File: config.mk
export PLATFORM = sky130hd
export DESIGN_NAME = hsvrgb_front
export DESIGN_NICKNAME = d
export VERILOG_FILES = /design/src/rtl/hsvrgb_pkg.sv /design/src/rtl/hsvrgb_front.sv
export SDC_FILE = /design/constraint.sdc
export NUM_CORES = 1
export LEC_CHECK = 0
export ABC_AREA = 1
export BUFFER_PORTS_ARGS = -buffer_cell sky130_fd_sc_hd__buf_2
export CORE_MARGIN = 2
export CORE_UTILIZATION = 40
export CTS_CLUSTER_DIAMETER = 150
export DETAILED_ROUTE_END_ITERATION = 8
export SLEW_MARGIN = 20
export SYNTH_ARGS = -nofsm -noshare
export SYNTH_HDL_FRONTEND = slang
export SYNTH_SLANG_ARGS = --single-unit
export TNS_END_PERCENT = 50
File: constraint.sdc
create_clock -name clk -period 10.41 [get_ports clk]
set_clock_uncertainty 0.1 [all_clocks]
set_input_delay 2.082 -clock clk [delete_from_list [all_inputs] [get_ports clk]]
set_output_delay 2.082 -clock clk [all_outputs]
set_load 0.02 [all_outputs]
File: src/rtl/hsvrgb_pkg.sv
// ----------------------------------------------------------------------------
// hsvrgb_pkg
// Shared types and constants for the HSV to RGB converter with scaled output.
// ----------------------------------------------------------------------------
package hsvrgb_pkg;

    localparam int HUE_W  = 9;
    localparam int PCT_W  = 7;
    localparam int FS_W   = 16;
    localparam int OUT_W  = 16;
    localparam int NUM_CH = 3;

    // Chroma and secondary products.
    localparam int SB_W = 2 * PCT_W;
    localparam int XW_W = 6;
    // Channel values on a scale where 600000 is full intensity.
    localparam int CHAN_W = 20;

    localparam int unsigned HUE_WRAP   = 360;
    localparam int unsigned SECTOR_DEG = 60;
    localparam int unsigned PCT_MAX    = 100;

    // The full-intensity unit 600000 splits into 2**6 * 9375.
    localparam int UNIT_SHIFT         = 6;
    localparam int unsigned UNIT_ODD  = 9375;
    localparam int MUL_W              = FS_W + CHAN_W;
    localparam int PP_W               = MUL_W - UNIT_SHIFT;

    // Floor reciprocal of UNIT_ODD; the quotient estimate is low by at most one.
    localparam int RECIP_SHIFT = 44;
    localparam int RECIP_W     = 31;
    localparam logic [RECIP_W-1:0] RECIP =
        RECIP_W'((64'd1 << RECIP_SHIFT) / 64'd9375);
    localparam int PROD_W = PP_W + RECIP_W;

    localparam logic [FS_W-1:0] FULL_SCALE_RESET = 16'd255;
    localparam int QUEUE_DEPTH = 4;

    typedef enum logic [2:0] {
        SEC_R_Y = 3'd0,
        SEC_Y_G = 3'd1,
        SEC_G_C = 3'd2,
        SEC_C_B = 3'd3,
        SEC_B_M = 3'd4,
        SEC_M_R = 3'd5
    } sector_t;

    typedef struct packed {
        logic [HUE_W-1:0] hue;
        logic [PCT_W-1:0] saturation;
        logic [PCT_W-1:0] brightness;
    } hsv_in_t;

    typedef struct packed {
        logic [OUT_W-1:0] red;
        logic [OUT_W-1:0] green;
        logic [OUT_W-1:0] blue;
    } rgb_out_t;

    // Lane 0 is red, lane 1 green, lane 2 blue.
    typedef logic [NUM_CH-1:0][CHAN_W-1:0] chan_vals_t;

endpackage

File: src/rtl/hsvrgb_front.sv
// ----------------------------------------------------------------------------
// hsvrgb_front
// Accepts HSV items, clamps them, finds the hue sector and builds the three
// unscaled channel values over two pipeline stages.
// ----------------------------------------------------------------------------
module hsvrgb_front
(
    input  logic                  clk,
    input  logic                  rst_n,
    input  logic                  hsv_valid,
    output logic                  hsv_ready,
    input  hsvrgb_pkg::hsv_in_t   hsv,
    output logic                  chan_valid,
    input  logic                  chan_ready,
    output hsvrgb_pkg::chan_vals_t chan_vals
);
    import hsvrgb_pkg::*;

    logic              s1_vld_reg, s1_vld_next;
    sector_t           sector_reg, sector_next;
    logic [XW_W-1:0]   xw_reg, xw_next;
    logic [SB_W-1:0]   sb_reg, sb_next;
    logic [PCT_W-1:0]  bri_reg, bri_next;

    logic              s2_vld_reg, s2_vld_next;
    chan_vals_t        vals_reg, vals_next;

    logic [HUE_W-1:0]  hue_w;
    logic [HUE_W-1:0]  hue_m;
    logic [XW_W-1:0]   hue_dist;
    logic [PCT_W-1:0]  sat_c;
    logic [PCT_W-1:0]  bri_c;
    logic              s1_load;
    logic              s2_load;
    logic [CHAN_W-1:0] c_val;
    logic [CHAN_W-1:0] x_val;
    logic [CHAN_W-1:0] m_val;
    logic [CHAN_W-1:0] vc;
    logic [CHAN_W-1:0] vx;

    assign s2_load   = s1_vld_reg && (!s2_vld_reg || chan_ready);
    assign hsv_ready = !s1_vld_reg || s2_load;
    assign s1_load   = hsv_valid && hsv_ready;

    // Stage 1: clamp, wrap the hue once, sector and distance from 60, 180 or 300 degrees.
    always_comb
    begin
        sat_c = (hsv.saturation > PCT_W'(PCT_MAX)) ? PCT_W'(PCT_MAX) : hsv.saturation;
        bri_c = (hsv.brightness > PCT_W'(PCT_MAX)) ? PCT_W'(PCT_MAX) : hsv.brightness;
        hue_w = (hsv.hue >= HUE_W'(HUE_WRAP)) ? hsv.hue - HUE_W'(HUE_WRAP) : hsv.hue;

        if (hue_w >= HUE_W'(5 * SECTOR_DEG))
            sector_next = SEC_M_R;
        else if (hue_w >= HUE_W'(4 * SECTOR_DEG))
            sector_next = SEC_B_M;
        else if (hue_w >= HUE_W'(3 * SECTOR_DEG))
            sector_next = SEC_C_B;
        else if (hue_w >= HUE_W'(2 * SECTOR_DEG))
            sector_next = SEC_G_C;
        else if (hue_w >= HUE_W'(SECTOR_DEG))
            sector_next = SEC_Y_G;
        else
            sector_next = SEC_R_Y;

        // Hue modulo 120 degrees.
        if (hue_w >= HUE_W'(4 * SECTOR_DEG))
            hue_m = hue_w - HUE_W'(4 * SECTOR_DEG);
        else if (hue_w >= HUE_W'(2 * SECTOR_DEG))
            hue_m = hue_w - HUE_W'(2 * SECTOR_DEG);
        else
            hue_m = hue_w;

        if (hue_m >= HUE_W'(SECTOR_DEG))
            hue_dist = XW_W'(hue_m - HUE_W'(SECTOR_DEG));
        else
            hue_dist = XW_W'(HUE_W'(SECTOR_DEG) - hue_m);

        xw_next     = XW_W'(SECTOR_DEG) - hue_dist;
        sb_next     = SB_W'(sat_c) * SB_W'(bri_c);
        bri_next    = bri_c;
        s1_vld_next = s1_load ? 1'b1 : (s2_load ? 1'b0 : s1_vld_reg);
    end

    // Stage 2: chroma, secondary and offset, then placement by sector.
    always_comb
    begin
        c_val = CHAN_W'(sb_reg) * CHAN_W'(SECTOR_DEG);
        x_val = CHAN_W'(sb_reg) * CHAN_W'(xw_reg);
        m_val = (CHAN_W'(bri_reg) * CHAN_W'(PCT_MAX) - CHAN_W'(sb_reg))
                * CHAN_W'(SECTOR_DEG);
        vc = c_val + m_val;
        vx = x_val + m_val;

        case (sector_reg)
            SEC_R_Y: vals_next = {m_val, vx, vc};
            SEC_Y_G: vals_next = {m_val, vc, vx};
            SEC_G_C: vals_next = {vx, vc, m_val};
            SEC_C_B: vals_next = {vc, vx, m_val};
            SEC_B_M: vals_next = {vc, m_val, vx};
            default: vals_next = {vx, m_val, vc};
        endcase

        s2_vld_next = s2_load ? 1'b1 : (chan_ready ? 1'b0 : s2_vld_reg);
    end

    always_ff @(posedge clk or negedge rst_n)
    begin
        if (!rst_n)
        begin
            s1_vld_reg <= 1'b0;
            s2_vld_reg <= 1'b0;
        end
        else
        begin
            s1_vld_reg <= s1_vld_next;
            s2_vld_reg <= s2_vld_next;
        end
    end

    always_ff @(posedge clk)
    begin
        if (s1_load)
        begin
            sector_reg <= sector_next;
            xw_reg     <= xw_next;
            sb_reg     <= sb_next;
            bri_reg    <= bri_next;
        end
        if (s2_load)
        begin
            vals_reg <= vals_next;
        end
    end

    assign chan_valid = s2_vld_reg;
    assign chan_vals  = vals_reg;

endmodule

# [Word level (Yosys, flattened, before mapping)]
# Index checks and enable logic that the tools add are counted.
# Widths: inputs -> output; s select.
[totals] reg_bits=92 inputBits=27 out_inout_bits=62 elab_cells=62
[op_classes] n_addsub=9 mul=5 magnitude_cmp=9 n_eq_ne=4 n_mux=15 reduce_logical=10
[ops] operator="$pmux 60 s5" count=1
[ops] operator="$add 20x20->20" count=2
[ops] operator="$mux 9" count=3
[ops] operator="$mul 14x6->20" count=1
[ops] operator="$mul 20x4->18 const B" count=1
[ops] operator="$ge 9x6->1 const B" count=2
[ops] operator="$ge 9x8->1 const B" count=2
[ops] operator="$ge 9x9->1 const B" count=2
[ops] operator="$mul 14x4->18 const B" count=1
[ops] operator="$sub 14x14->15" count=1
[ops] operator="$gt 7x7->1 const B" count=2
[ops] operator="$mul 7x7->14" count=1
[ops] operator="$mux 7" count=2
[ops] operator="$mul 7x5->12 const B" count=1
[ops] operator="$sub 6x6->6 const A" count=2
[ops] operator="$ge 9x7->1 const B" count=1
[ops] operator="$sub 9x7->9 const B" count=1
[ops] operator="$sub 9x8->9 const B" count=1
[ops] operator="$sub 9x9->9 const B" count=1
[ops] operator="$eq 3x2->1 const B" count=2
[ops] operator="$mux 1" count=6
[ops] operator="$mux 6" count=1
[ops] operator="$sub 6x6->6 const B" count=1
[ops] operator="$mux 2" count=2
[ops] operator="other kinds (8)" count=12

# [Depth between registers and ports, before layout]
# Gate-level depths: netlist (run 1).
[logic_depth] word_depth=8 depth_mapped=39

# [Worst setup path after synthesis (run 1)]
# Ideal clock, no wire load.
[synth_timing] path_kind="reg-to-reg" start="reg bri_reg[2]" end="reg vals_reg, in the netlist chan_vals[58] (data pin)" setup_time_ps=259 arrival_ps=7141 slack_ps=2911 stages_incl_launch_ff=30 path_buffers=0 synth_period_minus_slack_ps=7499 cell_sequence="edfxtp_1 ha_1 ha_1 fa_1 ha_1 xor2_1 ha_1 a21oi_1 o21ai_0 a21oi_1 xor2_1 fa_1 fa_1 inv_1 ha_1 a21oi_1 a21boi_0 o21ai_0 xnor2_1 inv_1 fa_1 ha_1 nand2_1 o21ai_0 nand2_1 nand2_1 a21oi_1 xor2_1 nand2_1 nand3_1"
[synth_rtl] element="start, declared" line_no="hsvrgb_front.sv:23" source="logic [PCT_W-1:0] bri_reg, bri_next;"
[synth_rtl] element="start signal, assigned" line_no="hsvrgb_front.sv:127" source="bri_reg <= bri_next;"
[synth_rtl] element="end signal, assigned" line_no="hsvrgb_front.sv:131" source="vals_reg <= vals_next;"
[synth_rtl] element="end, declared" line_no="hsvrgb_front.sv:26" source="chan_vals_t vals_reg, vals_next;"

==> impl_metrics.json, run 1 <==
{
  "global_route.usage.total_pct": 17.4,
  "n_antenna_cell": 0,
  "fp.dieW_um": 188,
  "final_cell_mix": "nand2_1, inv_1, ha_1",
  "portBuffers": 88,
  "clock_latency_ps": 370,
  "synth-edff-count": 90,
  "setup_ws_ps": 2120,
  "ys_seq_elements": 92,
  "clk_pin_slew_ps": 80,
  "crit_end": "chan_vals[58]",
  "worstPathArrival_ps": 8410,
  "clock_sinks": 92,
  "worstPathRequired_ps": 10530,
  "r2r-start": "bri_reg[2]",
  "drtIter0Drc": 391,
  "r2r-end": "chan_vals[58]",
  "synthCells": 1615,
  "synth_cell_types": 49,
  "startpoint_type": "flip-flop",
  "r2r_slack_ps": 2120,
  "gp_congestion": 0.884,
  "crit_slowest_cell": "xor2_1",
  "largest_register_ffs": 60,
  "htree_levels": 3,
  "slew_viol_final": 0,
  "ys.flop_type": "edfxtp_1",
  "r2r_cells": 29,
  "register_area_um2": 2750,
  "die_h_um": 188,
  "ys_seq_area_share_pct": 20.4,
  "drtAntennaViolNets": 0,
  "syn_nets": 1941,
  "cts_root_buf": "clkbuf_16",
  "synthesis.area_um2": 13500,
  "fmax_mhz": 121,
  "post_cts_buffers": 0,
  "viasPerCell": 4.92,
  "min_path_type": "flip-flop to flip-flop",
  "num_vias": 10600,
  "syn_to_final_growth_pct": 9.30,
  "tightest_slew_ps": 1120,
  "grt_pass1_vias": 10600,
  "end_kind": "flip-flop",
  "cts_buffers": 9,
  "period_minus_slack_ps": 8290,
  "grt_pass1_wl_mm": 50.3,
  "async_flop_share_pct": 2.17,
  "antenna_found_initial": 0,
  "io_pins": 89,
  "path_max_fanout": 5,
  "crit_top_cell": "ha_1",
  "crit_type": "flip-flop to flip-flop",
  "dp_hpwl_mm": 25.2,
  "wl_per_cell_um": 13.9,
  "cts.repair.resized": 0,
  "grt_overflow": 0,
  "syn-mean-instance-area_um2": 8.37,
  "initial_core_util_pct": 40.4,
  "dr.pass1.iters": 5,
  "final_common_cell": "nand2_1",
  "cts_tree": "done",
  "core_area_um2": 33400,
  "drv_cap": 0,
  "layout.nets": 2022,
  "setup_violations": 0,
  "preCtsSetupSlack_ps": 2160,
  "cts_hold_buf": 0,
  "cp_slowest_stage_delay_ps": 550,
  "yosys_warnings": 0,
  "cts_buffer_depth": 2,
  "rsz0062_at_grt": "no",
  "period_share_pct": 79.6,
  "cp-startpoint": "bri_reg[2]",
  "multiInputGateArea_um2": 9350,
  "num_rows": 67,
  "drive_gt1_share_pct": 10.2,
  "maxSlewHeadroom_pct": 25.4,
  "wl_mm": 29.9,
  "finalHoldViolations": 0,
  "grt_max_degree": 61,
  "drc": 0,
  "fin_setup_tns_ps": 0,
  "die_area_um2": 35300,
  "num-fill-cells": 3333,
  "status": "finished clean"
}
layout make-up:
class / count / area share [%]
timing repair buffer: 94 / 3.28
sequential: 92 / 18.6
inverter: 354 / 9.04
clock buffer: 9 / 1.52
clock inverter: 7 / 0.499
tap: 448 / 3.79
multi-input combinational: 1145 / 63.2
critical path, delay by kind of cell (launching register included):
kind / cells / cell delay (ps)
fa+ha+maj: 10 / 4000
compound gates: 9 / 1650
xor+xnor: 4 / 1440
flops: 1 / 430
simple gates: 4 / 320
buf+inv: 2 / 200
cell usage after synthesis (all sizes together), types with 2 or more instances:
cell	n	area (µm²)
xnor2	29	254
o21bai	9	67.6
o22ai	4	25.0
nor3	10	50.1
o221ai	43	377
a21o	7	52.6
ha	162	2030
a21boi	5	37.5
clkinv	2	7.51
buf	2	16.3
nor2	77	333
nand3b	2	15.0
nand2	369	1520
fa	137	2740
a21oi	85	437
o21ai	31	166
nand4	9	56.3
dfrtp	2	50.1
clkbuf	22	82.6
inv	352	1330
o211ai	5	37.5
xor2	67	594
a31oi	4	25.0
a211oi	2	15.0
nand3	73	395
edfxtp	90	2700
or2	7	43.8
metrics by stage:
step	util [%]	instance area, µm²	hold WS (ps)	cells
after floorplan	-	13500	347	1615
final	44.2	14800	416	2149
after CTS	44.2	14800	425	2149
after global placement	43.3	14500	385	2133
after detailed placement	43.3	14500	409	2133
after global routing	44.2	14800	444	2149
logic make-up after synthesis:
family	after synthesis	share of synthesized area, %
and+or+nand+nor	548	17.9
buffers and inverters	378	10.6
adders and majority gates	300	35.3
AOI/OAI and AO/OA	201	9.55
xor gates and xnor gates	96	6.27
DFF	92	20.4
metal layers:
| metal | routed length, µm | track usage, % | up-vias | share of wire, % |
|---|---|---|---|---|
| li1 | - | - | 5326 | - |
| met1 | 14500 | 23.3 | 5013 | 48 |
| met2 | 14100 | 30.3 | 201 | 47 |
| met3 | 872 | 1.93 | 24 | 2.9 |
| met4 | 433 | 3.66 | 0 | 1.5 |
| met5 | 0 | 0 | - | 0 |
how the worst min path moves through the flow:
stage	startpoint	to	slack, ps	cells after the start
after floorplan	s1_vld_reg	chan_valid	350	2
after global placement	s1_vld_reg	chan_valid	390	2
after detailed placement	s1_vld_reg	chan_valid	410	2
after CTS	s1_vld_reg	chan_valid	430	2
after global routing	s1_vld_reg	chan_valid	440	2
final	s1_vld_reg	chan_valid	420	2
Power of run 1 is not shown: default switching activity piles up to over one toggle a cycle in this logic, so the estimate is an artifact.
==> run 2: changes to the inputs <==
ABC_AREA = 0   (was 1)
clock period = 7.2 ns   (was 10.41 ns; I/O delays follow)
==> run 2 against run 1 <==
  * The flow now finishes with violations (negative setup slack)
  * Global-route usage increased by 2.4 points
  * Sequential share of layout area decreased by 3.0 points
  * Synthesized cell count increased by 2.2%
  * Routed wire length increased by 23%
==> impl_metrics.json, run 2 <==
{
  "synth.area.top_cells": "fa_1, edfxtp_1, ha_1",
  "yosys.area.top_type": "fa_1",
  "core_area_um2": 35600,
  "path_max_fanout": 4,
  "crit_type": "flip-flop to flip-flop",
  "htree_levels": 3,
  "cp_slowest_stage_delay_ps": 520,
  "num_vias": 12400,
  "antenna_found_initial": 0,
  "synth-edff-count": 90,
  "synth.most_common_cell": "inv_1",
  "crit_top_cell": "ha_4",
  "yosys_warnings": 0,
  "startpoint_type": "flip-flop",
  "layoutNonFillerInstCount": 2338,
  "io_pins": 89,
  "num-fill-cells": 3340,
  "synthDominantCellAreaShare_pct": 19.0,
  "initial_core_util_pct": 40.7,
  "final_cell_mix": "inv_1, nand2_1, buf_4",
  "drive_gt1_share_pct": 22.6,
  "syn_nets": 1976,
  "period_minus_slack_ps": 7500,
  "dp_hpwl_mm": 29.5,
  "layout.nets": 2198,
  "n_antenna_cell": 0,
  "drc": 0,
  "ys.flop_type": "edfxtp_1",
  "setup_ws_ps": -297,
  "clock_sinks": 92,
  "rsz0062_at_grt": "yes",
  "setup_violations": 13,
  "fp.dieW_um": 194,
  "die_area_um2": 37700,
  "grt_overflow": 0,
  "syn_to_final_growth_pct": 22.2,
  "dp.cells": 2307,
  "gp_congestion": 0.872,
  "grt_pass1_vias": 12600,
  "tightest_slew_ps": 1080,
  "grt_max_degree": 86,
  "largest_register_ffs": 60,
  "synthesis.area_um2": 14500,
  "final_common_cell": "inv_1",
  "period_share_pct": 104,
  "global_route.usage.total_pct": 19.8,
  "cts_hold_buf": 0,
  "worstPathRequired_ps": 7300,
  "preCtsSetupSlack_ps": -373,
  "end_kind": "flip-flop",
  "dr.pass1.iters": 5,
  "num_rows": 69,
  "syn-mean-instance-area_um2": 8.77,
  "wl_per_cell_um": 15.8,
  "maxSlewHeadroom_pct": 27.7,
  "clock_latency_ps": 380,
  "portBuffers": 88,
  "grt_pass1_wl_mm": 61.3,
  "synth_common_cells": "inv_1, nand2_1, ha_1",
  "die_h_um": 194,
  "status": "complete, but fails checks",
  "viasPerCell": 5.30,
  "hold_ws_ps": 403,
  "wl_mm": 36.8,
  "violations": "negative setup slack",
  "clk_pin_slew_ps": 90,
  "cts_root_buf": "clkbuf_16",
  "synthCells": 1650,
  "cts_buffer_depth": 2,
  "fin_setup_tns_ps": -1980,
  "fmax_mhz": 133,
  "cts_buffers": 9,
  "crit_slowest_cell": "fa_1",
  "drtAntennaViolNets": 0,
  "async_flop_share_pct": 2.17,
  "worstPathArrival_ps": 7600,
  "cts_tree": "done",
  "cpLargestDelayFamily": "adder cells",
  "finalHoldViolations": 0,
  "slew_viol_final": 0,
  "ys_seq_elements": 92,
  "critPathBufInv": 5,
  "min_path_type": "flip-flop to flip-flop",
  "synth_cell_types": 89,
  "drtIter0Drc": 575,
  "ys_seq_area_share_pct": 19.0,
  "drv_cap": 0
}
## run 2: cell count changes in the layout (fill, tap and decap cells not counted), sizes merged, moves of 21 or more
cell	delta
nand2	-176
buf	+172
inv	-121
nand3	-49
xnor2	+45
and2	+44
o21ai	+42
o221ai	-36
a21oi	+35
xor2	-30
nor2	+22
a211oi	+21
nand2b	+21
nor3	+21
## run 2: cell type report
class	count	area, µm²	share of cell area (%)
Sequential cell	92	2750	15.6
Tap cell	461	577	3.26
Multi-Input combinational cell	1268	11400	64.4
Timing Repair Buffer	266	1800	10.2
Inverter	235	885	5.00
Clock buffer	9	225	1.27
Clock inverter	7	65.1	0.368
## run 2: per-layer routing
metal,wire length (µm),track usage [%],vias to the layer above
li1,-,-,6044
met1,16600,25.2,6018
met2,18200,35.2,274
met3,1300,2.49,49
met4,762,5.64,0
met5,0,0,-
## run 2: kinds of logic (layout without fill, tap and decap cells)
| group | count (synthesis) | count (layout) | synth area share (%) |
|---|---|---|---|
| compound gates | 367 | 367 | 16.9 |
| xor+xnor | 111 | 111 | 6.82 |
| fa+ha+maj | 300 | 300 | 33.0 |
| buf+inv | 290 | 517 | 7.64 |
| flops | 92 | 92 | 19.0 |
| mux | 19 | 19 | 1.40 |
| simple gates | 471 | 471 | 15.2 |
## run 2: final timing paths
| path | startpoint | slack, ps | to | cells past startpoint |
|---|---|---|---|---|
| max reg2reg | bri_reg[2] | -300 | chan_vals[19] | 32 |
| max in group asynchronous | rst_n | 6180 | chan_valid | 1 |
| min | s1_vld_reg | 400 | chan_valid | 1 |
| min reg2reg | s1_vld_reg | 400 | chan_valid | 1 |
| min in group asynchronous | rst_n | 730 | s1_vld_reg | 1 |
| max | bri_reg[2] | -300 | chan_vals[19] | 32 |
## run 2: metrics by stage
step                util [%]  instance area [µm²]
floorplan                  -                14700
global placement        47.1                16700
detailed placement      47.1                16700
CTS                     48.9                17400
global route            49.7                17700
finish                  49.7                17700
## run 2: what timing repair did
item	CTS	global route
buffers inserted	9	7
resized for setup	46	50
setup endpoints to repair	19	22
pin swaps	64	48
cloned	0	0
Power of run 2 is left out for the same reason.
