**src/rtl/hsvrgb_pkg.sv**
```systemverilog
// ----------------------------------------------------------------------------
// hsvrgb_pkg
// Shared types and constants for the HSV to RGB converter with scaled output.
// ----------------------------------------------------------------------------
package hsvrgb_pkg;

    localparam int HUE_W  = 9;
    localparam int PCT_W  = 7;
    localparam int FS_W   = 16;
    localparam int OUT_W  = 16;
    localparam int NUM_CH = 3;

    // Chroma and secondary products.
    localparam int SB_W = 2 * PCT_W;
    localparam int XW_W = 6;
    // Channel values on a scale where 600000 is full intensity.
    localparam int CHAN_W = 20;

    localparam int unsigned HUE_WRAP   = 360;
    localparam int unsigned SECTOR_DEG = 60;
    localparam int unsigned PCT_MAX    = 100;

    // The full-intensity unit 600000 splits into 2**6 * 9375.
    localparam int UNIT_SHIFT         = 6;
    localparam int unsigned UNIT_ODD  = 9375;
    localparam int MUL_W              = FS_W + CHAN_W;
    localparam int PP_W               = MUL_W - UNIT_SHIFT;

    // Floor reciprocal of UNIT_ODD; the quotient estimate is low by at most one.
    localparam int RECIP_SHIFT = 44;
    localparam int RECIP_W     = 31;
    localparam logic [RECIP_W-1:0] RECIP =
        RECIP_W'((64'd1 << RECIP_SHIFT) / 64'd9375);
    localparam int PROD_W = PP_W + RECIP_W;

    localparam logic [FS_W-1:0] FULL_SCALE_RESET = 16'd255;
    localparam int QUEUE_DEPTH = 4;

    typedef enum logic [2:0] {
        SEC_R_Y = 3'd0,
        SEC_Y_G = 3'd1,
        SEC_G_C = 3'd2,
        SEC_C_B = 3'd3,
        SEC_B_M = 3'd4,
        SEC_M_R = 3'd5
    } sector_t;

    typedef struct packed {
        logic [HUE_W-1:0] hue;
        logic [PCT_W-1:0] saturation;
        logic [PCT_W-1:0] brightness;
    } hsv_in_t;

    typedef struct packed {
        logic [OUT_W-1:0] red;
        logic [OUT_W-1:0] green;
        logic [OUT_W-1:0] blue;
    } rgb_out_t;

    // Lane 0 is red, lane 1 green, lane 2 blue.
    typedef logic [NUM_CH-1:0][CHAN_W-1:0] chan_vals_t;

endpackage

```
**src/rtl/hsvrgb_queue.sv**
```systemverilog
// ----------------------------------------------------------------------------
// hsvrgb_queue
// Short first-in first-out queue of channel values between front and back.
// ----------------------------------------------------------------------------
module hsvrgb_queue
#(
    parameter int DEPTH = hsvrgb_pkg::QUEUE_DEPTH
)
(
    input  logic                   clk,
    input  logic                   rst_n,
    input  logic                   wr_valid,
    output logic                   wr_ready,
    input  hsvrgb_pkg::chan_vals_t wr_data,
    output logic                   rd_valid,
    input  logic                   rd_ready,
    output hsvrgb_pkg::chan_vals_t rd_data
);
    import hsvrgb_pkg::*;

    localparam int PTR_W = (DEPTH > 1) ? $clog2(DEPTH) : 1;
    localparam int CNT_W = $clog2(DEPTH + 1);

    chan_vals_t        mem [DEPTH];
    logic [PTR_W-1:0]  wr_ptr_reg, wr_ptr_next;
    logic [PTR_W-1:0]  rd_ptr_reg, rd_ptr_next;
    logic [CNT_W-1:0]  count_reg, count_next;
    logic              push;
    logic              pop;

    assign wr_ready = (count_reg != CNT_W'(DEPTH));
    assign rd_valid = (count_reg != '0);
    assign push     = wr_valid && wr_ready;
    assign pop      = rd_valid && rd_ready;
    assign rd_data  = mem[rd_ptr_reg];

    always_comb
    begin
        wr_ptr_next = wr_ptr_reg;
        rd_ptr_next = rd_ptr_reg;
        count_next  = count_reg;
        if (push)
            wr_ptr_next = (wr_ptr_reg == PTR_W'(DEPTH - 1)) ? '0 : wr_ptr_reg + 1'b1;
        if (pop)
            rd_ptr_next = (rd_ptr_reg == PTR_W'(DEPTH - 1)) ? '0 : rd_ptr_reg + 1'b1;
        if (push && !pop)
            count_next = count_reg + 1'b1;
        else if (pop && !push)
            count_next = count_reg - 1'b1;
    end

    always_ff @(posedge clk or negedge rst_n)
    begin
        if (!rst_n)
        begin
            wr_ptr_reg <= '0;
            rd_ptr_reg <= '0;
            count_reg  <= '0;
        end
        else
        begin
            wr_ptr_reg <= wr_ptr_next;
            rd_ptr_reg <= rd_ptr_next;
            count_reg  <= count_next;
        end
    end

    always_ff @(posedge clk)
    begin
        if (push)
            mem[wr_ptr_reg] <= wr_data;
    end

endmodule

```
**config.mk**
```make
export PLATFORM = sky130hd
export DESIGN_NAME = hsvrgb_queue
export DESIGN_NICKNAME = d
export VERILOG_FILES = /design/src/rtl/hsvrgb_pkg.sv /design/src/rtl/hsvrgb_queue.sv
export SDC_FILE = /design/constraint.sdc
export NUM_CORES = 1
export LEC_CHECK = 0
export BUFFER_PORTS_ARGS = -buffer_cell sky130_fd_sc_hd__buf_2
export CORE_UTILIZATION = 50
export DETAILED_ROUTE_END_ITERATION = 10
export GPL_ROUTABILITY_DRIVEN = 0
export PLACE_DENSITY = 0.71
export SKIP_LAST_GASP = 1
export SLEW_MARGIN = 20
export SYNTH_ARGS = -nofsm -noshare
export SYNTH_HDL_FRONTEND = slang
export SYNTH_SLANG_ARGS = --single-unit
export TNS_END_PERCENT = 100
```
**constraint.sdc**
```tcl
create_clock -name clk -period 2.7 [get_ports clk]
set_input_delay 0 -clock clk [delete_from_list [all_inputs] [get_ports clk]]
set_output_delay 0 -clock clk [all_outputs]
set_load 0.05 [all_outputs]
```
# Word-level counts from Yosys, hierarchy flattened
# Memories as Yosys holds them, arrays and structs flattened.
# Cells that the tools add are included.
dict set report op_classes {
  n_mux 6
  add_sub_neg 4
  reduce_logical 8
  eq_ne 3
}
# op count
set op_table {}
lappend op_table {{$mux W3} 2}
lappend op_table {{$add A2 B1 Y2 const B} 2}
lappend op_table {{$eq A2 B2 Y1 const B} 2}
lappend op_table {{$logic_and A1 B1 Y1} 4}
lappend op_table {{$mux W2} 2}
lappend op_table {{$add A3 B1 Y3 const B} 1}
lappend op_table {{$ne A3 B3 Y1 const B} 1}
lappend op_table {{$reduce_bool A3 Y1} 1}
lappend op_table {{$sub A3 B1 Y3 const B} 1}
lappend op_table {{$logic_not A1 Y1} 2}
lappend op_table {{$mux W1} 2}
lappend op_table {{$reduce_bool A2 Y1} 1}
dict set report word_totals {
  n_memories 1
  ff_bits 7
  inputBits 64
  wordCells 25
  output_inout_bits 62
  ramBits 240
}
# name depth width read_ports rd_clocked_by_memory_dff wr line_no
set memory_table {}
lappend memory_table {mem 4 60 1 0 1 hsvrgb_queue.sv:24} ;# chan_vals_t mem [DEPTH];

# Logic depth before layout (Yosys ltp)
# Gate-level depths: netlist of the first run.
dict set report logic_depth {
  ltp_word 6
  mapped_depth 8
  ltp_nobuf 8
}

# Worst setup path before layout of the first run
# Ideal clock, no wire load.
dict set report synth_timing {
  path_kind {register -> register}
  startpoint {register count_reg[1]}
  endpoint {register count_reg[2]}
  path_slack_ns 0.408
  period_less_slack_ns 2.292
  setup_ns 0.079
  arrival_ns 2.213
  t_required_ns 2.621
  stages_incl_launch_ff 9
  path_buffers 0
  path_cell_list {dfrtp_1 -> or3_2 -> nand2_1 -> ha_1 -> inv_1 -> fa_1 -> xor2_1 -> nor2_1 -> xor2_1}
}
dict set report synth_via {
  elab_chain_cells 5
  word_cells_on_any_way 13
  classes_between {add/sub (2); eq/ne (1); mux (2); reduce/logical (8)}
}
# item line_no
set synth_rtl {}
lappend synth_rtl {{start, declared} hsvrgb_queue.sv:27} ;# logic [CNT_W-1:0] count_reg, count_next;
lappend synth_rtl {{start signal, assigned} hsvrgb_queue.sv:64} ;# count_reg <= count_next;
lappend synth_rtl {{$reduce_bool A3 Y1 (*)} hsvrgb_queue.sv:32} ;# assign rd_valid = (count_reg != '0);
lappend synth_rtl {{named net rd_valid} hsvrgb_queue.sv:15} ;# output logic rd_valid,
lappend synth_rtl {{$logic_and A1 B1 Y1 (*)} hsvrgb_queue.sv:34} ;# assign pop = rd_valid && rd_ready;
lappend synth_rtl {{$logic_not A1 Y1} hsvrgb_queue.sv:46} ;# if (push && !pop)
lappend synth_rtl {{$logic_and A1 B1 Y1} hsvrgb_queue.sv:46}
lappend synth_rtl {{$mux W3 or $reduce_bool A2 Y1 (tied branches)} -}
# Mark *: on every way through the listed nets, which the timed path passes. The rest lies on a longest branch. The select of a mux whose other input is x is not followed.
# A chain may end at the register's enable or synchronous reset.

==> results of run 1 <==
per-stage QoR:
step	setup slack [ps]	cell area, um^2	util	hold slack (ps)	power [W]
2_1_floorplan	408	9080	-	-296	0.00954
3_3_place_gp	566	10100	0.576	-157	0.0108
3_5_place_dp	498	10100	0.576	-151	0.0109
4_1_cts	148	11600	0.659	227	0.0144
5_1_grt	90.1	11600	0.659	236	0.0148
6_report	234	11600	0.659	253	0.0142
layout make-up:
type | count | area share
clock buffer | 27 | 0.0548
clock inverter | 17 | 0.0153
inverter | 3 | 0.000975
multi-input combinational | 86 | 0.141
sequential | 247 | 0.640
tap | 225 | 0.0244
timing repair buffer | 202 | 0.125
critical path: cells and delay by family, from the launching register on:
family / cells / cell delay [ps]
muxes: 1 / 530
DFF: 1 / 880
buffers and inverters: 2 / 550
what timing repair did:
| action | 4_1_cts | 5_1_grt |
|---|---|---|
| hold buffers | 64 | 0 |
| endpoints found under the setup margin | 0 | 0 |
| hold endpoints to repair | 251 | 0 |
worst paths after layout:
kind / from / end / depth (start not counted)
max: rd_ptr_reg[0] / rd_data[54] / 3
min: wr_data[23] / mem[3][23] / 2
max reg2reg: count_reg[1] / count_reg[2] / 8
min reg2reg: count_reg[2] / count_reg[2] / 1
max in group asynchronous: rst_n / rd_ptr_reg[0] / 3
min in group asynchronous: rst_n / count_reg[1] / 3
power by group:
part | internal (W) | total (W) | switching [W]
registers | 0.00507 | 0.00553 | 0.000463
logic | 0.00177 | 0.00526 | 0.00350
clock network | 0.00206 | 0.00337 | 0.00131
layout by cell type, fill, tap and decap left out:
cell,n
dlygate4sd3_1,64
bufinv_16,4
xor2_1,2
dfrtp_1,5
nor2_1,3
mux4_2,60
buf_2,125
edfxtp_1,240
clkbuf_16,25
buf_4,7
xnor2_1,1
or3b_4,1
dfrtp_4,2
mux2_4,2
clkbuf_1,2
and2_4,1
or3_2,1
clkinv_2,2
nand2_1,1
mux2_2,3
and3_4,4
ha_1,6
buf_12,6
clkinv_4,1
fa_1,1
inv_1,3
clkinv_1,10
kinds of logic after synthesis:
family                     Yosys count
DFF                                247
muxes                               65
buffers and inverters               17
and+or+nand+nor                     11
adders and majority gates            7
xor gates and xnor gates             3
per-layer routing:
layer | track usage | vias up | wire, um
met5 | 0 | - | 0
met4 | 0.0433 | 0 | 227
met3 | 0.0352 | 22 | 802
met2 | 0.313 | 104 | 8270
met1 | 0.236 | 2219 | 6730
li1 | - | 1936 | -
==> metrics.txt, run 1 <==
status finished clean; R2R Setup Slk around 460 ps; Mapped Nets roughly 420; Sequential Area roughly 0.0074 mm^2; multi-input logic area around 0.0016 mm^2; Area Overhead vs Synth 27.2%; Final Slew Violations 0; Die ar. about 0.019 mm^2; CTS clk-pin slew, worst paths approximately 60 ps; number of DRC markers in iteration 0 about 230; max FFs per register 240; Tightest Pin Transition 696 ps; LEAKAGE 4.04 nW; Vias/cell 5.30; max-cap violations 0; XOR/XNOR share of the synthesized area 0.00289; critical path, cell by cell buf_4, mux4_2, buf_2; DRT Wirelength 16.0 mm; Post-synth top cells edfxtp_1 (240), mux4_2 (60), dfrtp_1 (7), buf_4 (6), ha_1 (6); Post-Synthesis Cell Area 0.00908 mm^2; post-synth top area share 0.794; main combinational cell family by area after synthesis multiplexers; Cells after DPL roughly 700; final setup violation count 0; # clock sinks between 200 and 250; critical path class reg2out; leading area contributor after synthesis edfxtp_1; CP arrival approximately 2500 ps; Die H 137 um; Synth Warn # 0; Critical-path top delay cell dfrtp_4; aggregate global routing overflow 0; Vias approximately 4300; Tcrit/Tclk final 0.913; CTS Buf Count 25; largest fanout on the critical path 31; crit end category output port; placeable core area 0.0175 mm^2; post-synthesis compound-gate area fraction 0; proportion of layout cells with a drive suffix above 1 0.419; ys flop type edfxtp_1; non-filler cells, final 807; setup TNS 0 ps; number of synthesized flops with an enable pin 240; post-synthesis mux area share 0.156; CP peak stage delay a little under 900 ps; clk root buf clkbuf_16; Wirelength per Cell 19.9 um; Clk Latency, worst-skew pair 500 ps; FMAX approximately 410 MHz; DR DRC count 0; Synth Area in Simple Gates 0.00799; number of fill cells 1170; CP Launch Type register; post-CTS setup buffers 0; Synth Instances 350; Hold Fails Final Rpt 0; Pre-antenna DRT Iters 4; pwr dens 1230 mW/mm^2; top cells by area, synth edfxtp_1 (79%), mux4_2 (15%), dfrtp_1 (1.9%); Hold Path Class in2reg; sequential area share after synthesis 0.813; count leader, synth edfxtp_1; Bufs on Longest Clock Path 3; normalized max-slew margin 0.536; minimum clock period 2470 ps; Seq cells post-synth ~250; post-synth cell types 19; ANT cells 0; initial antenna violation count 0; maximum vdd drop approximately 0.83 mV; largest net degree at the start of global routing 43; syn_area_per_cell ~26 um^2; first-pass GRT wire length approximately 25 mm; Max Clock Skew between 5 and 6 ps; Core Rows 48; number of global-route vias before repair between 4000 and 5000; nets@finish about 640; H-tree depth 1; I/O pin total around 130; ys async rst share 0.0283; RSZ-0062 raised after global routing no; IO Port Bufs 125; CTS resizes 0; Initial Utilization 0.518; CTS tree yes; dpl hpwl approximately 9.5 mm; Synth Area in Adders 0.0105; Die X about 140 um; WP data required around 2700 ps; GR Util All Layers 0.180; antenna viol nets, final 0
No activity file was read; power rests on OpenSTA's default activity.
==> run 2: changes to the inputs <==
- CORE_MARGIN: unset -> 3
==> run 2 against run 1 <==
Net effect: non-clock buffer count fell by 3; combinational power rose by 1%; hold slack got worse by 19 ps; clock power fell by 3%; die area rose by 5.9%; design area fell by 0.67%; utilization fell by 0.44 points; critical path depth did not move; sequential power fell by 2%.
==> metrics.txt, run 2 (synthesis results as in run 1) <==
FMAX 433 MHz (+6.7%); ANT cells 0 (unchanged); RSZ-0062 raised after global routing no; H-tree depth 1 (unchanged); Wirelength per Cell 20.4 um (+2.9%); Bufs on Longest Clock Path 3 (unchanged); max-cap violations 0 (unchanged); I/O pin total 126 (unchanged); number of DRC markers in iteration 0 247 (+8.3%); Vias/cell 5.41 (+1.9%); largest net degree at the start of global routing 61 (+42%); Design Area, Final 0.0115 mm^2 (-0.67%); minimum clock period 2310 ps (-155 ps); Internal 0.00874 W (-1.7%); Hold Path Class in2reg; non-filler cells, final 804 (-0.37%); Die ar. 0.0198 mm^2 (+5.9%); largest fanout on the critical path 21 (-32%); CTS tree yes; most frequent cells in the layout edfxtp_1 (240), buf_2 (125), dlygate4sd3_1 (64); IO Port Bufs 125 (unchanged); status finished clean; post-CTS setup buffers 0 (unchanged); DR DRC count 0 (unchanged); normalized max-slew margin 0.382 (-0.153); Post-CTS Hold Buffers 64 (unchanged); number of global-route vias before repair 4894 (+5.8%); CTS clk-pin slew, worst paths 60 ps (about the same); combinational share of power 0.380 (+0.008); aggregate global routing overflow 0 (unchanged); multi-input logic area 0.00162 mm^2 (unchanged); clk root buf clkbuf_16; proportion of layout cells with a drive suffix above 1 0.420 (+0.000445); dpl hpwl 9.60 mm (+0.56%); # clock sinks 247 (unchanged); Tcrit/Tclk final 0.856 (-0.0574); Die X 141 um (+2.9%); antenna viol nets, final 0 (unchanged); register share of total power 0.387 (-0.004); Critical-path top delay cell dfrtp_4; CTS Buf Count 25 (unchanged); DRT Wirelength 16.4 mm (+2.5%); Pre-antenna DRT Iters 4 (unchanged); initial antenna violation count 0 (unchanged); max FFs per register 240 (unchanged); critical path class reg2out; Tightest Pin Transition 927 ps (+230 ps); Core Rows 48 (unchanged); Initial Utilization 0.518 (unchanged); CP peak stage delay 680 ps (-200 ps); Final Slew Violations 0 (unchanged); first-pass GRT wire length 26.3 mm (+4.9%); Clock Power Share 0.233 (-0.005); number of fill cells 1163 (-0.60%); Hold Fails Final Rpt 0 (unchanged); CTS resizes 0 (unchanged); commonest non-fill, non-tap cell in the layout edfxtp_1; critical path, cell by cell buf_4, mux4_2, buf_2; final setup violation count 0 (unchanged); Sequential Area 0.00739 mm^2 (about the same); Clk Latency, worst-skew pair 510 ps (about the same); sw frac 0.376 (+0.00380); pwr dens 1220 mW/mm^2 (-0.44%); WP data required 2700 ps (about the same); CP arrival 2310 ps (-160 ps); Area Overhead vs Synth 26.4%; setup TNS 0 ps (unchanged); crit end category output port; nets@finish 633 (-0.47%); maximum vdd drop 0.869 mV (+5.2%); placeable core area 0.0175 mm^2 (unchanged); LEAKAGE 4.00 nW (-0.90%); Max Clock Skew 12.6 ps (+6.75 ps); Net Switching 0.00526 W (-0.10%); Placed Area 0.0101 mm^2 (-0.50%); Cells after DPL 696 (-0.43%); Die H 141 um (+2.9%); CP Launch Type register; GR Util All Layers 0.169 (-0.0116); Vias 4346 (+1.5%)
run 2: changes by cell type in the layout (fill, tap and decap cells not counted), sizes merged:
| cell | previous run | this run |
|---|---|---|
| clkinvlp | 0 | 1 |
| buf | 138 | 135 |
| clkinv | 13 | 7 |
| inv | 3 | 4 |
| bufinv | 4 | 2 |
| clkbuf | 27 | 33 |
run 2: layout make-up:
type                       instances  area share
tap                              225      0.0245
inverter                           3    0.000981
multi-input combinational         86       0.142
clock inverter                    11     0.00927
timing repair buffer             199       0.121
sequential                       247       0.644
clock buffer                      33      0.0589
run 2: worst paths after layout:
| kind | slack (ps) | cells after the start | to | startpoint |
|---|---|---|---|---|
| min reg2reg | 500 | 1 | count_reg[2] | count_reg[2] |
| max in group asynchronous | 1970 | 3 | rd_ptr_reg[0] | rst_n |
| max | 390 | 3 | rd_data[18] | rd_ptr_reg[0] |
| max reg2reg | 480 | 8 | count_reg[2] | count_reg[1] |
| min in group asynchronous | 460 | 3 | rd_ptr_reg[0] | rst_n |
| min | 230 | 2 | mem[0][56] | wr_data[56] |
run 2: through the flow:
step	utilization	power [W]	setup WS, ps	hold WS, ps
CTS	0.654	0.0142	306	211
floorplan	-	0.00954	408	-296
finish	0.654	0.0140	389	234
detailed placement	0.573	0.0109	501	-158
global route	0.654	0.0146	238	222
global placement	0.573	0.0108	571	-162
run 2: power groups by stage:
stage / registers, W / clock network (W) / logic (W)
finish: 0.00542 / 0.00327 / 0.00532
floorplan: 0.00528 / 0 / 0.00427
global placement: 0.00546 / 0 / 0.00530
global route: 0.00551 / 0.00350 / 0.00561
CTS: 0.00544 / 0.00335 / 0.00543
detailed placement: 0.00551 / 0 / 0.00534
run 2: critical path, delay by kind of cell (launching register included):
family / cells / cell delay [ps]
DFF: 1 / 680
muxes: 1 / 550
buffers and inverters: 2 / 580
run 2: per-layer routing:
layer / part of all wire / track usage / vias up
met4: 0.013 / 0.0408 / 0
met1: 0.40 / 0.218 / 2274
met2: 0.53 / 0.296 / 121
met3: 0.056 / 0.0383 / 23
li1: - / - / 1928
met5: 0 / 0 / -
==> run 3: changes to the inputs <==
- PLACE_DENSITY: 0.71 -> 0.74
- clock period: 2.7 -> 1.9 ns (I/O delays scaled with it)
==> run 3 against run 2 <==
Net effect: the run now ends with negative setup slack left; sequential share of layout area is 3.7 points lower; cell count increased by 2.7%; clock-buffer cell count grew 4; clock skew up 5.3 ps; wire length increased by 1.4%; via count is 1.5% higher; utilization rose by 4.0 points; largest power group is now combinational logic.
==> metrics.txt, run 3 (synthesis results as in run 1) <==
status finished, violations left; failing checks negative setup slack; GR Util All Layers 0.172 (+0.00301); CP Launch Point rd_ptr_reg[0]; Bufs on Longest Clock Path 3 (unchanged); Hold Path Class in2reg; CP top delay family multiplexers; CP bufs+invs 3 (+1); final setup margin -91.8 ps (-481 ps); Die ar. 0.0198 mm^2 (unchanged); initial antenna violation count 0 (unchanged); Tcrit/Tclk final 1.05; normalized max-slew margin 0.742 (+0.360); CTS clk-pin slew, worst paths 60 ps (about the same); Vias 4411 (+1.5%); largest fanout on the critical path 7 (-67%); non-filler cells, final 826 (+2.7%); met3 usage 0.0370 (-0.00136); Final Slew Violations 0 (unchanged); Cells after DPL 707 (+1.6%); Hold Fails Final Rpt 0 (unchanged); DRT Wirelength 16.7 mm (+1.4%); worst hold slack 64.9 ps (-170 ps); Tightest Pin Transition 385 ps (-541 ps); Max Clock Skew 17.8 ps (+5.28 ps); maximum vdd drop 1.13 mV (+30%); Vias/cell 5.34 (-1.2%); antenna viol nets, final 0 (unchanged); critical path class reg2out; Critical-path top delay cell mux4_2; R2R Setup Slk -70 ps (-550 ps); crit end category output port; # clock sinks 247 (unchanged); first-pass GRT wire length 26.5 mm (+0.71%); Area Overhead vs Synth 34.2%; CTS Buf Count 24 (-4.0%); placeable core area 0.0175 mm^2 (unchanged); most frequent cells in the layout edfxtp_1 (240), buf_2 (67), dlygate4sd3_1 (63); met2 GRT Util 0.296 (unchanged); CP Launch Type register; GRT busiest layer met2; pwr dens 1770 mW/mm^2 (+45%); Initial Utilization 0.518 (unchanged); CP peak stage delay 540 ps (-140 ps); number of DRC markers in iteration 0 255 (+3.2%); WHS Path Cells 4 (+2); aggregate global routing overflow 0 (unchanged); Die X 141 um (unchanged); Pre-antenna DRT Iters 4 (unchanged); Core Rows 48 (unchanged); number of global-route vias before repair 4883 (-0.22%); DR DRC count 0 (unchanged); RR Startpoint count_reg[1]; FMAX between 500 and 600 MHz; Hold Path End count_reg[0]; met1 Usage GRT 0.226 (+0.00878); IO Port Bufs 125 (unchanged); FF-to-FF path depth 6 (-2); Clk Latency, worst-skew pair 500 ps (about the same); Sequential Area 0.00739 mm^2 (unchanged); dpl hpwl 9.86 mm (+2.8%); Wirelength per Cell 20.2 um (-1.3%); min-delay src wr_valid; I/O pin total 126 (unchanged); final setup violation count 55 (+55); LEAKAGE 4.28 nW (+7.0%); critical path, cell by cell buf_12, buf_16, mux4_2, buf_6; CTS tree yes; minimum clock period ~2000 ps; setup TNS -2440 ps (-2440 ps); proportion of layout cells with a drive suffix above 1 0.440 (+0.0203); max-cap violations 0 (unchanged); max FFs per register 240 (unchanged); nets@finish 655 (+3.5%); commonest non-fill, non-tap cell in the layout edfxtp_1; WP data required 1900 ps (-800 ps); largest net degree at the start of global routing 39 (-36%); RR Endpoint count_reg[1]; Die H 141 um (unchanged); clk root buf clkbuf_16; multi-input logic area 0.00164 mm^2 (+0.69%); number of fill cells 1061 (-8.8%); H-tree depth 1 (unchanged); CP arrival 1990 ps (-320 ps); RSZ-0062 raised after global routing yes
run 3: cell types whose count changed in the layout (fill, tap and decap cells not counted), sizes merged:
cell	previous run	this run
clkbuf	33	40
diode	0	1
inv	4	3
dlygate4sd3	64	63
buf	135	156
clkinv	7	4
bufinv	2	0
run 3: metrics by stage:
step           power (W)   util  worst slack [ps]  area (um^2)
2_1_floorplan     0.0136      -              -181         9100
3_3_place_gp      0.0156  0.583              2.21        10200
3_5_place_dp      0.0157  0.583             -75.5        10200
4_1_cts           0.0215  0.686              -131        12000
5_1_grt           0.0225  0.695              -145        12200
6_report          0.0216  0.695             -91.8        12200
run 3: timing repair:
action                     4_1_cts  5_1_grt
gates resized for setup        116       14
cloned                           2        3
buffers inserted                 5        3
setup endpoints to repair       59       60
hold buffers                    63        0
pin swaps                        6        2
hold endpoints to repair       251        0
run 3: worst register-to-register path, cell delays in order, from the launching register on:
cell and delay (ps):
dfrtp_1 390, or3b_4 400, and2_4 160, ha_4 160
inv_2 50, fa_2 430, mux2_2 270
run 3: layout make-up:
class | instances | area share
Sequential cell | 247 | 0.606
Timing Repair Buffer | 222 | 0.178
Multi-Input combinational cell | 86 | 0.134
Antenna cell | 1 | 0.000205
Tap cell | 225 | 0.0231
Clock buffer | 37 | 0.0550
Inverter | 3 | 0.000924
Clock inverter | 5 | 0.00195
run 3: how the worst max path moves through the flow:
stage / end / cells after the start
after floorplan: count_reg[1] / 6
after global placement: count_reg[2] / 8
after detailed placement: count_reg[2] / 8
after CTS: rd_data[37] / 4
after global routing: rd_data[37] / 4
final: rd_data[37] / 4
run 3: report_power, final:
group          switching (W)  internal (W)
combinational        0.00574       0.00419
clock                0.00175       0.00242
sequential          0.000277       0.00720
run 3: layer usage:
layer	vias to the layer above	wire [um]
met1	2269	6720
li1	1977	-
met4	0	469
met5	-	0
met3	35	882
met2	130	8600
